--- src/hdl/u1ls_pkg.sv ---
`default_nettype none

package u1ls_pkg;

  // field widths
  localparam int LINK_W    = 16;
  localparam int OUT_W     = 18;
  localparam int SITE_W    = 6;
  localparam int EXT_W     = 7;
  localparam int COORD_W   = EXT_W;
  localparam int CFG_IDX_W = 1;
  localparam int NUM_LINKS = 6;

  // saturation bounds, signed q3.14
  localparam logic signed [OUT_W-1:0] OUT_MAX_C = 18'sh1FFFF;
  localparam logic signed [OUT_W-1:0] OUT_MIN_C = 18'sh20000;

  // operation codes
  localparam logic OP_WRITE = 1'b0;
  localparam logic OP_QUERY = 1'b1;

  // register indexes
  localparam logic [CFG_IDX_W-1:0] REG_X_EXTENT = 1'b0;
  localparam logic [CFG_IDX_W-1:0] REG_T_EXTENT = 1'b1;

  // link directions
  localparam logic DIR_X = 1'b0;
  localparam logic DIR_T = 1'b1;

  // which link address the datapath presents to the store
  typedef enum logic [2:0] {
    SEL_L0,
    SEL_L1,
    SEL_L2,
    SEL_L3,
    SEL_L4,
    SEL_L5,
    SEL_WR
  } addr_sel_e;

  // complex multiply steps: two per staple term
  typedef enum logic [1:0] {
    STEP_UP1,
    STEP_UP2,
    STEP_DN1,
    STEP_DN2
  } mul_step_e;

  typedef struct packed {
    logic      load;
    logic      mod_step;
    logic      neigh;
    logic      mem_we;
    logic      mem_re;
    addr_sel_e addr_sel;
    logic      mul_en;
    mul_step_e mul_step;
    logic      out_load;
  } dp_cmd_t;

  typedef struct packed {
    logic op_query;
  } dp_sts_t;

endpackage

`default_nettype wire

--- src/hdl/u1ls_ctrl.sv ---
`default_nettype none

module u1ls_ctrl (
  input  wire logic                clk_i,
  input  wire logic                rst_ni,
  input  wire logic                in_valid_i,
  output logic                     in_ready_o,
  output logic                     out_valid_o,
  input  wire logic                out_ready_i,
  output u1ls_pkg::dp_cmd_t        cmd_o,
  input  wire u1ls_pkg::dp_sts_t   sts_i
);

  import u1ls_pkg::*;

  typedef enum logic [2:0] {
    ST_IDLE,
    ST_MOD,
    ST_NEIGH,
    ST_WRITE,
    ST_READ,
    ST_MUL,
    ST_WAIT,
    ST_SUM
  } state_e;

  state_e    state_q;
  logic [2:0] cnt_q;
  mul_step_e step_q;
  logic      out_valid_q;

  always_ff @(posedge clk_i or negedge rst_ni) begin
    if (!rst_ni) begin
      state_q     <= ST_IDLE;
      cnt_q       <= '0;
      step_q      <= STEP_UP1;
      out_valid_q <= 1'b0;
    end else begin
      // the summing state refills the output register itself
      if (out_valid_q && out_ready_i && state_q != ST_SUM) begin
        out_valid_q <= 1'b0;
      end
      case (state_q)
        ST_IDLE: begin
          if (in_valid_i) begin
            state_q <= ST_MOD;
            cnt_q   <= '0;
          end
        end
        ST_MOD: begin
          if (cnt_q == 3'(SITE_W - 1)) begin
            state_q <= ST_NEIGH;
          end else begin
            cnt_q <= cnt_q + 1'b1;
          end
        end
        ST_NEIGH: begin
          cnt_q   <= '0;
          state_q <= sts_i.op_query ? ST_READ : ST_WRITE;
        end
        ST_WRITE: begin
          state_q <= ST_IDLE;
        end
        ST_READ: begin
          if (cnt_q == 3'(NUM_LINKS)) begin
            state_q <= ST_MUL;
            step_q  <= STEP_UP1;
          end else begin
            cnt_q <= cnt_q + 1'b1;
          end
        end
        ST_MUL: begin
          state_q <= ST_WAIT;
        end
        ST_WAIT: begin
          if (step_q == STEP_DN2) begin
            state_q <= ST_SUM;
          end else begin
            step_q  <= mul_step_e'(step_q + 1'b1);
            state_q <= ST_MUL;
          end
        end
        ST_SUM: begin
          if (!out_valid_q || out_ready_i) begin
            out_valid_q <= 1'b1;
            state_q     <= ST_IDLE;
          end
        end
        default: begin
          state_q <= ST_IDLE;
        end
      endcase
    end
  end

  always_comb begin
    cmd_o          = '0;
    cmd_o.addr_sel = SEL_WR;
    cmd_o.mul_step = step_q;
    case (state_q)
      ST_IDLE:  cmd_o.load     = in_valid_i;
      ST_MOD:   cmd_o.mod_step = 1'b1;
      ST_NEIGH: cmd_o.neigh    = 1'b1;
      ST_WRITE: begin
        cmd_o.mem_we   = 1'b1;
        cmd_o.addr_sel = SEL_WR;
      end
      ST_READ: begin
        if (cnt_q < 3'(NUM_LINKS)) begin
          cmd_o.mem_re   = 1'b1;
          cmd_o.addr_sel = addr_sel_e'(cnt_q);
        end
      end
      ST_MUL:   cmd_o.mul_en   = 1'b1;
      ST_SUM:   cmd_o.out_load = !out_valid_q || out_ready_i;
      default:  cmd_o.load     = 1'b0;
    endcase
  end

  assign in_ready_o  = (state_q == ST_IDLE);
  assign out_valid_o = out_valid_q;

  a_accept_starts: assert property (@(posedge clk_i) disable iff (!rst_ni)
    (in_valid_i && in_ready_o) |=> state_q == ST_MOD)
    else $error("accepted word did not start coordinate reduction");

  a_result_from_sum: assert property (@(posedge clk_i) disable iff (!rst_ni)
    $rose(out_valid_q) |-> $past(state_q) == ST_SUM)
    else $error("result raised outside the summing state");

  a_no_overwrite: assert property (@(posedge clk_i) disable iff (!rst_ni)
    cmd_o.out_load |-> (!out_valid_o || out_ready_i))
    else $error("output register overwritten while a result waits");

endmodule

`default_nettype wire

--- config.mk ---
export PLATFORM = sky130hd
export DESIGN_NAME = u1ls_ctrl
export DESIGN_NICKNAME = d
export VERILOG_FILES = /design/src/hdl/u1ls_pkg.sv /design/src/hdl/u1ls_ctrl.sv
export SDC_FILE = /design/constraint.sdc
export NUM_CORES = 1
export LEC_CHECK = 0
export ABC_AREA = 1
export BUFFER_PORTS_ARGS = -buffer_cell sky130_fd_sc_hd__buf_2
export CAP_MARGIN = 20
export CORE_MARGIN = 8
export CORE_UTILIZATION = 35
export DETAILED_ROUTE_END_ITERATION = 8
export SLEW_MARGIN = 0
export SYNTH_ARGS = -nofsm -noshare
export SYNTH_HDL_FRONTEND = slang
export SYNTH_SLANG_ARGS = --single-unit
--- constraint.sdc ---
create_clock -name clk_i -period 1.65 [get_ports clk_i]
set_input_delay 0.165 -clock clk_i [delete_from_list [all_inputs] [get_ports clk_i]]
set_output_delay 0.165 -clock clk_i [all_outputs]
set_load 0.005 [all_outputs]
==> flow_metrics.py <==
metrics = {
    "grt": {
        "grt_max_degree": 12,
        "grt_pass1_vias": 624,
        "grt_usage_pct": 9.23,
        "gr-total-overflow": 0,
        "grt_pass1_wl_mm": 2.56,
        "antenna_found_initial": 0,
    },
    "power_and_ir_drop": {
        "power_switching_share_pct": 47.4,
        "powerDensity_nw_per_um2": 1690,
        "p_seq_share_pct": 33.1,
        "combPwrFrac_pct": 55.7,
        "vdd_ir_drop_max_mv": 0.650,
        "power_frac_clock_pct": 11.2,
        "p_switching_mw": 0.670,
        "intPower_mw": 0.745,
        "leakagePower_nw": 0.531,
    },
    "worst_setup_path": {
        "critPathMaxFanout": 11,
        "r2r_slack_ps": 340,
        "cp-start-kind": "flop",
        "worstReg2RegEnd": "state_q[0]",
        "arrival_ps": 1370,
        "worstReg2RegStart": "state_q[1]",
        "endpoint_kind": "output port",
        "crit_type": "flop to output port",
        "r2r_cells": 7,
        "cp.required_ps": 1480,
    },
    "status": {
        "status": "complete, no violations",
    },
    "final_layout": {
        "drive_above_1_share_pct": 27.6,
        "layout.nets": 133,
        "fillers": 206,
        "postLayoutCoreUtil_pct": 44.6,
        "diodes": 0,
        "multi_input_area_um2": 377,
        "regArea_um2": 228,
        "syn2layout_area_growth_pct": 24.7,
    },
    "yosys": {
        "synthAdderAreaFrac_pct": 7.43,
        "synth_top_cell_by_area": "dfrtp_1",
        "yosysUniqueCellTypes": 22,
        "synth_warnings": 0,
        "synthMuxAreaShare_pct": 0,
        "ys_ff_latch": 9,
        "synth-compound-area-share_pct": 5.76,
        "seq_area_frac_synth_pct": 33.5,
        "syn_nets": 109,
        "syn_avg_cell_area_um2": 6.73,
        "synthSimpleGateAreaFrac_pct": 40.7,
        "netlist.area_leader.share_pct": 33.5,
        "synth.area.top_cells": "dfrtp_1, nand2_1, inv_1",
        "yosys.area_share.xor_xnor_pct": 1.30,
        "synth_top_family_by_area": "simple AND/OR/NAND/NOR gates",
        "synth_cells": 100,
        "syn_area_um2": 673,
    },
    "die": {
        "die_h_um": 59.9,
        "start_util_pct": 35.8,
        "die_w_um": 59.9,
        "die-area_um2": 3580,
        "core_area_um2": 1880,
        "num_rows": 16,
        "ios": 19,
    },
    "timing": {
        "fmax_mhz": 650,
        "fin_tns_setup_ps": 0,
        "final_max_slew_viol_count": 0,
        "max_slew_margin_pct": 82.0,
        "report.final.hold_viol_count": 0,
        "fin_crit_sh_pct": 93.3,
        "holdWs_ps": 123,
        "setup_violations": 0,
        "period_needed_ps": 1540,
        "worst_pin_slew_ps": 270,
        "clock-skew-final_ps": 0.903,
        "rsz0062_at_grt": "false",
    },
    "drt": {
        "wl_per_cell_um": 9.74,
        "drc": 0,
        "routed_wl_mm": 1.46,
        "dr_total_vias": 662,
        "drtIter0Drc": 15,
        "dr.pass1.iters": 4,
        "postRouteAntennaNets": 0,
        "via_per_inst": 4.41,
    },
    "cts": {
        "cts_sinks": 9,
        "cts_buffers": 3,
        "cts.root.buffer_cell": "clkbuf_4",
        "cts_tree": "built",
        "htree_levels": 1,
        "clk_pin_slew_ps": 60,
        "clk-insertion-delay-late_ps": 250,
        "cts_buffer_depth": 2,
    },
    "place": {
        "io_buffers": 18,
        "place.gp.congestion": 0.829,
        "dp_hpwl_mm": 1.26,
    },
    "worst_hold_path": {
        "hold_depth": 2,
        "hp-class": "input port to flop",
        "min-delay-start": "out_ready_i",
        "whs_endpoint": "out_valid_o",
    },
    "flow_run": {
        "drv_cap": 0,
    },
}
## worst max-delay path by stage
stage                     startpoint       end  slack (ps)
after floorplan           state_q[1]  cmd_o[6]         440
after global placement    state_q[0]  cmd_o[6]         250
after detailed placement  state_q[0]  cmd_o[6]         220
after CTS                 state_q[0]  cmd_o[6]          20
after global routing      state_q[0]  cmd_o[6]          30
final                     state_q[0]  cmd_o[6]         110
## stage by stage
step,setup WS [ps],area [um2],power (mW),std cells
after floorplan,441,673,0.987,100
after global placement,248,781,1.19,143
after detailed placement,221,781,1.21,143
after CTS,16.4,822,1.39,148
after global routing,26.9,840,1.59,150
final,110,840,1.42,150
## logic make-up after synthesis
group / Yosys count
and+or+nand+nor: 61
buffers and inverters: 18
DFF: 9
AOI/OAI and AO/OA: 7
adders and majority gates: 4
xor gates and xnor gates: 1
## cell type report
class	count	share of cell area [%]
inverters	16	7.15
repair buffers	21	13.7
well taps	27	4.02
flip-flops and latches	9	27.1
clock buffers	4	3.13
multi-input cells	73	44.9
## placed cells by master, fill, tap and decap left out
cell type       n
nand2_1        32
buf_2          18
inv_1          14
nor2_1         11
nand3_1         8
dfrtp_1         7
ha_1            4
o21ai_0         3
clkbuf_4        3
inv_2           2
nand3_2         2
nand2_2         2
a21oi_1         2
buf_4           2
dfrtp_2         2
nor2_4          1
nor3_1          1
nor3_2          1
or2_2           1
nand4_1         1
a31oi_1         1
or2_1           1
o21bai_1        1
xor2_1          1
clkbuf_1        1
dlygate4sd3_1   1
## flip-flops by register name, summed over array words and instances, names as in the netlist
name,flops
state_q,3
step_q,2
cnt_q,3
out_valid_o,1
## power groups by stage
| stage | logic [mW] | registers [mW] | clock network, mW |
|---|---|---|---|
| finish | 0.788 | 0.469 | 0.158 |
| global route | 0.916 | 0.490 | 0.181 |
| CTS | 0.759 | 0.461 | 0.166 |
| detailed placement | 0.748 | 0.457 | 0 |
| global placement | 0.737 | 0.451 | 0 |
| floorplan | 0.600 | 0.387 | 0 |
## per-layer routing
layer,global-route usage [%],routed length [um],share of wire (%)
met5,0,0,0
met4,6.12,14,0.96
met3,1.94,80,5.5
met2,14.9,683,47
met1,10.6,682,47
## synth_stat cells
| cell type | n |
|---|---|
| or2_2 | 1 |
| nor2_2 | 1 |
| nand4_1 | 1 |
| buf_6 | 1 |
| nand2_2 | 2 |
| buf_2 | 1 |
| o21bai_1 | 1 |
| a31oi_1 | 1 |
| nand2_1 | 32 |
| xor2_1 | 1 |
| nand3_1 | 8 |
| a21oi_1 | 2 |
| inv_2 | 2 |
| ha_1 | 4 |
| nor3_2 | 1 |
| o21ai_0 | 3 |
| nor3_1 | 1 |
| inv_1 | 14 |
| nand3_2 | 2 |
| dfrtp_1 | 9 |
| nor2_1 | 11 |
| or2_1 | 1 |
## repair_timing
item / 4_1_cts / 5_1_grt
setup endpoints to repair: 1 / 2
setup buffers: 0 / 2
hold buffers: 1 / 0
hold endpoints to repair: 9 / 0
gates resized for setup: 1 / 2
pin swaps: 0 / 1
## worst max-delay path, cell delays in order (launching register included)
cell	delay, ps
dfrtp_2	480
nor2_4	160
nand2_1	90
or2_2	270
buf_2	130
No activity file was read; power rests on OpenSTA's default activity.
